**src/sv/tcw_pkg.sv**
```systemverilog
package tcw_pkg;

  localparam int DEF_MAX_COLUMNS = 80;
  localparam int DEF_MAX_ROWS    = 25;

  localparam logic [7:0] SPACE_CODE   = 8'h20;
  localparam logic [7:0] NEWLINE_CODE = 8'h0A;
  localparam logic [7:0] RETURN_CODE  = 8'h0D;
  localparam logic [7:0] DEFAULT_ATTR = 8'h0F;
  localparam logic [6:0] RST_COLUMNS  = 7'd80;
  localparam logic [4:0] RST_ROWS     = 5'd25;

  localparam logic [1:0] CFG_COLUMNS = 2'd0;
  localparam logic [1:0] CFG_ROWS    = 2'd1;

  typedef enum logic [2:0] {
    CMD_WRITE = 3'd0,
    CMD_MOVE  = 3'd1,
    CMD_CLEAR = 3'd2,
    CMD_ENDL  = 3'd3,
    CMD_READ  = 3'd4
  } cmd_t;

  typedef enum logic [1:0] {
    MS_CUR_COL = 2'd0,
    MS_CUR_ROW = 2'd1,
    MS_IN_COL  = 2'd2,
    MS_IN_ROW  = 2'd3
  } mod_sel_t;

  typedef enum logic [4:0] {
    OP_NONE,
    OP_INIT_WR,
    OP_LATCH,
    OP_MOD_LD,
    OP_MOD_WB,
    OP_WRITE_CH,
    OP_NL_DOWN,
    OP_NL_BOTTOM,
    OP_SCR_RD,
    OP_SCR_WR,
    OP_BOT_START,
    OP_BOT_RD,
    OP_BOT_WR,
    OP_CLR_START,
    OP_CLR_WR,
    OP_SET_CUR,
    OP_RD_CELL,
    OP_EMIT
  } op_t;

  typedef enum logic [4:0] {
    S_INIT,
    S_IDLE,
    S_MCOL,
    S_MCOL_W,
    S_MROW,
    S_MROW_W,
    S_DISPATCH,
    S_WRAP,
    S_NL,
    S_SCR_RD,
    S_SCR_WR,
    S_BOT_RD,
    S_BOT_WR,
    S_CLR,
    S_MICOL,
    S_MICOL_W,
    S_MIROW,
    S_MIROW_W,
    S_POST,
    S_RD,
    S_DONE
  } state_t;

  typedef struct packed {
    op_t      op;
    mod_sel_t mod_sel;
  } ctrl_t;

  typedef struct packed {
    logic [2:0] cmd;
    logic       ch_nl;
    logic       ch_cr;
    logic       cur_col_ge;
    logic       cur_row_ge;
    logic       in_col_ge;
    logic       in_row_ge;
    logic       col_nz;
    logic       last_row;
    logic       mod_done;
    logic       scroll_done;
    logic       area_last;
    logic       cell_last;
  } status_t;

endpackage

```
**src/sv/tcw_ctrl.sv**
```systemverilog
module tcw_ctrl (
  input  logic             clk,
  input  logic             rst_n,
  input  logic             start,
  input  tcw_pkg::status_t st,
  output tcw_pkg::ctrl_t   ctrl,
  output logic             busy
);
  import tcw_pkg::*;

  state_t state_r, state_nxt;

  always_ff @(posedge clk) begin
    if (!rst_n) begin
      state_r <= S_INIT;
    end else begin
      state_r <= state_nxt;
    end
  end

  always_comb begin
    state_nxt    = state_r;
    ctrl.op      = OP_NONE;
    ctrl.mod_sel = MS_CUR_COL;
    busy         = (state_r != S_IDLE);
    case (state_r)
      S_INIT: begin
        ctrl.op = OP_INIT_WR;
        if (st.cell_last) state_nxt = S_IDLE;
      end
      S_IDLE: begin
        if (start) begin
          ctrl.op   = OP_LATCH;
          state_nxt = S_MCOL;
        end
      end
      S_MCOL: begin
        if (st.cur_col_ge) begin
          ctrl.op   = OP_MOD_LD;
          state_nxt = S_MCOL_W;
        end else begin
          state_nxt = S_MROW;
        end
      end
      S_MCOL_W: begin
        if (st.mod_done) begin
          ctrl.op   = OP_MOD_WB;
          state_nxt = S_MROW;
        end
      end
      S_MROW: begin
        ctrl.mod_sel = MS_CUR_ROW;
        if (st.cur_row_ge) begin
          ctrl.op   = OP_MOD_LD;
          state_nxt = S_MROW_W;
        end else begin
          state_nxt = S_DISPATCH;
        end
      end
      S_MROW_W: begin
        ctrl.mod_sel = MS_CUR_ROW;
        if (st.mod_done) begin
          ctrl.op   = OP_MOD_WB;
          state_nxt = S_DISPATCH;
        end
      end
      S_DISPATCH: begin
        case (st.cmd)
          CMD_WRITE: begin
            if (st.ch_nl) begin
              state_nxt = S_NL;
            end else if (st.ch_cr) begin
              state_nxt = S_DONE;
            end else begin
              ctrl.op   = OP_WRITE_CH;
              state_nxt = S_WRAP;
            end
          end
          CMD_MOVE, CMD_READ: state_nxt = S_MICOL;
          CMD_CLEAR: begin
            ctrl.op   = OP_CLR_START;
            state_nxt = S_CLR;
          end
          CMD_ENDL: state_nxt = st.col_nz ? S_NL : S_DONE;
          default: state_nxt = S_DONE;
        endcase
      end
      S_WRAP: state_nxt = st.cur_col_ge ? S_NL : S_DONE;
      S_NL: begin
        if (st.last_row) begin
          ctrl.op   = OP_NL_BOTTOM;
          state_nxt = S_SCR_RD;
        end else begin
          ctrl.op   = OP_NL_DOWN;
          state_nxt = S_DONE;
        end
      end
      S_SCR_RD: begin
        if (st.scroll_done) begin
          ctrl.op   = OP_BOT_START;
          state_nxt = S_BOT_RD;
        end else begin
          ctrl.op   = OP_SCR_RD;
          state_nxt = S_SCR_WR;
        end
      end
      S_SCR_WR: begin
        ctrl.op   = OP_SCR_WR;
        state_nxt = S_SCR_RD;
      end
      S_BOT_RD: begin
        ctrl.op   = OP_BOT_RD;
        state_nxt = S_BOT_WR;
      end
      S_BOT_WR: begin
        ctrl.op   = OP_BOT_WR;
        state_nxt = st.area_last ? S_DONE : S_BOT_RD;
      end
      S_CLR: begin
        ctrl.op = OP_CLR_WR;
        if (st.area_last) state_nxt = S_DONE;
      end
      S_MICOL: begin
        ctrl.mod_sel = MS_IN_COL;
        if (st.in_col_ge) begin
          ctrl.op   = OP_MOD_LD;
          state_nxt = S_MICOL_W;
        end else begin
          state_nxt = S_MIROW;
        end
      end
      S_MICOL_W: begin
        ctrl.mod_sel = MS_IN_COL;
        if (st.mod_done) begin
          ctrl.op   = OP_MOD_WB;
          state_nxt = S_MIROW;
        end
      end
      S_MIROW: begin
        ctrl.mod_sel = MS_IN_ROW;
        if (st.in_row_ge) begin
          ctrl.op   = OP_MOD_LD;
          state_nxt = S_MIROW_W;
        end else begin
          state_nxt = S_POST;
        end
      end
      S_MIROW_W: begin
        ctrl.mod_sel = MS_IN_ROW;
        if (st.mod_done) begin
          ctrl.op   = OP_MOD_WB;
          state_nxt = S_POST;
        end
      end
      S_POST: begin
        if (st.cmd == CMD_READ) begin
          state_nxt = S_RD;
        end else begin
          ctrl.op   = OP_SET_CUR;
          state_nxt = S_DONE;
        end
      end
      S_RD: begin
        ctrl.op   = OP_RD_CELL;
        state_nxt = S_DONE;
      end
      S_DONE: begin
        ctrl.op   = OP_EMIT;
        state_nxt = S_IDLE;
      end
      default: state_nxt = S_IDLE;
    endcase
  end

endmodule

```
**config.mk**
```make
export PLATFORM = sky130hd
export DESIGN_NAME = tcw_ctrl
export DESIGN_NICKNAME = d
export VERILOG_FILES = /design/src/sv/tcw_pkg.sv /design/src/sv/tcw_ctrl.sv
export SDC_FILE = /design/constraint.sdc
export NUM_CORES = 1
export LEC_CHECK = 0
export ABC_AREA = 1
export BUFFER_PORTS_ARGS = -buffer_cell sky130_fd_sc_hd__buf_4
export CORE_MARGIN = 4
export CORE_UTILIZATION = 50
export CTS_CLUSTER_SIZE = 8
export DETAILED_ROUTE_END_ITERATION = 8
export PLACE_DENSITY = 0.8
export SYNTH_ARGS = -nofsm -noshare
export SYNTH_HDL_FRONTEND = slang
export SYNTH_SLANG_ARGS = --single-unit
```
**constraint.sdc**
```tcl
create_clock -name clk -period 2.2 [get_ports clk]
set_clock_uncertainty 0.05 [all_clocks]
set_input_delay 0.44 -clock clk [delete_from_list [all_inputs] [get_ports clk]]
set_output_delay 0.44 -clock clk [all_outputs]
set_load 0.02 [all_outputs]
```
==> impl_metrics.toml <==
[drt]
drc = 0
vias = 1353
drt_iter0_drc = 55
drt-vias-per-instance = 5.43
routedWlPerCell_um = 12.9
wirelength_um = 3210
first_pass_iters = 4
final_antenna_net_count = 0

[logic_synthesis]
syn_nets = 210
synth_top_area_cell = "nand2_1"
mappedNetlistArea_mm2 = 0.00104
netlist.area_leader.share_pct = 17.4
ys_ff_latch = 5
syn_inst = 192
avgSynthCellArea_um2 = 5.40
ys_types = 25
yosysSeqAreaShare_pct = 9.65
yosys_warnings = 0
synth_area_leaders = "nand2_1 (17%), nand3_1 (12%), inv_1 (12%)"

[floorplanning]
die_h_um = 53.5
ios = 26
initial_core_util_pct = 52.9
die_area_mm2 = 0.00287
core_mm2 = 0.00196
die_w_um = 53.5
placementRows = 16

[clock_tree]
cts_root_buffer = "clkbuf_4"
path_clk_slew_ps = 40
h-tree-depth = 1
clk_path_buf_depth = 2
postCtsHoldBufs = 0
cts_buffers = 3
insertion_delay_ps = 240
tritoncts = "built"
numClockSinks = 5
cts_setup_buffers = 0

[pwr]
leakage_nw = 0.745
ir_drop_uv = 721
powerDensity_mw_per_mm2 = 792

[worst_setup_path]
slowest_stage = "dfxtp_4"
path_cells = "nor2_4, nand2_2, nor2_1, nand2_1, nand2_1, nor2_1, o2111ai_1, buf_4"
worstSetupEndpointType = "output port"
critPathMaxFanout = 8
start_kind = "register"
crit_buf_inv = 1
critPathArrivalTime_ps = 1640
cp_top_family = "simple AND/OR/NAND/NOR gates"
path_class = "register to output port"
slowest_delay_ps = 380
cp.required_ps = 1710

[finish]
largest_register = "state_r"
final_cell_mix = "nand2_1 (46), inv_1 (30), buf_4 (29)"
drive_gt1_share_pct = 28.8
design_area_mm2 = 0.00133
nFillCells = 198
syn_to_final_growth_pct = 27.7
utilization_pct = 67.5
antennaDiodeCount = 0
layout_commonest_cell = "nand2_1"
largest_reg_flops = 5
top_regs = "state_r: 5 flops"
nets = 241

[timing]
min_period_over_period_pct = 96.7
hold_viol_final = 0
setup_viol = 0
layout_min_cycle_time_ps = 2130
max_freq_mhz = 470
slew_viol_final = 0
relSlewSlack_pct = 78.8
max_slew.worst_pin.slew_ps = 316
tns_ps = 0

[place]
gp_congestion = 0.993
place_area_mm2 = 0.00125
portBuffers = 25
place_hpwl_um = 2710

[global_route]
grt_antenna_before_repair = 0
overflow = 0
grt_use_total_pct = 24.7
grt_pass1_vias = 1281
grt_pass1_wl_um = 5290
grt_start_max_net_pins = 10

[outcome]
status = "finished clean"

[job]
cap_violations = 0

[worst_hold_path]
hold_class = "input port to register"
-- kinds of logic (layout without fill, tap and decap cells) --
logic type | after synthesis | in the layout | share of synthesized area (%)
AO/OA/AOI/OAI | 17 | 17 | 10.0
buffers and inverters | 37 | 67 | 15.8
flip-flops | 5 | 5 | 9.65
AND/OR/NAND/NOR | 133 | 133 | 64.5
-- through the flow --
stage / power, W / hold slack, ps / instances / setup WS (ps)
final: 0.00105 / 406 / 249 / 72.4
after CTS: 0.00102 / 405 / 249 / 9.60
after global placement: 0.000899 / 494 / 245 / 233
after floorplan: 0.000690 / 452 / 192 / 411
after global routing: 0.00113 / 404 / 249 / -6.78
after detailed placement: 0.000902 / 494 / 245 / 132
-- power breakdown --
group | leakage, nW | switching [W] | internal (W)
Sequential | 0.0428 | 0.0000421 | 0.000119
Combinational | 0.687 | 0.000497 | 0.000285
Clock | 0.0150 | 0.0000369 | 0.0000685
Total | 0.745 | 0.000576 | 0.000473
-- per-layer routing --
layer	wire, um	up-vias	track usage [%]	part of all wire, %
li1	-	683	-	-
met1	1310	598	29.8	41
met2	1640	68	43.9	51
met3	228	4	3.60	7.1
met4	33	0	8.94	1.0
met5	0	-	0	0
-- layout make-up --
type	count	area, um2	share of cell area, %
Clock buffer	4	26.3	1.98
Multi-Input combinational cell	150	808	61.0
Inverter	34	130	9.82
Sequential cell	5	109	8.22
Tap cell	27	33.8	2.55
Timing Repair Buffer	29	218	16.4
-- worst min-delay path: cells and delay by family --
kind / cells / cell delay, ps
AND/OR/NAND/NOR: 2 / 90
buffers and inverters: 1 / 110
-- worst paths after layout --
path | from | to | slack, ps | depth (start not counted)
worst max-delay path | state_r[3] | ctrl[3] | 70 | 8
worst min-delay path | rst_n | state_r[0] | 410 | 3
worst max register to register | state_r[1] | state_r[0] | 580 | 10
worst min register to register | state_r[2] | state_r[2] | 490 | 2
-- what timing repair did --
action	in CTS	in global routing
gates resized for setup	3	12
setup endpoints to repair	2	5
pin swaps	0	1
gates cloned	0	0
-- cells in the mapped netlist, drive strengths merged --
cell type and n:
nand2 53, o21ai 9, nand3 28, o21a 1, o2111ai 1, nor2 37, nand3b 2, o22ai 1
nand4 8, nor3 4, inv 34, dfxtp 5, a21oi 5, buf 3, nor3b 1
Note: power is estimated with default switching activity, not from simulation.
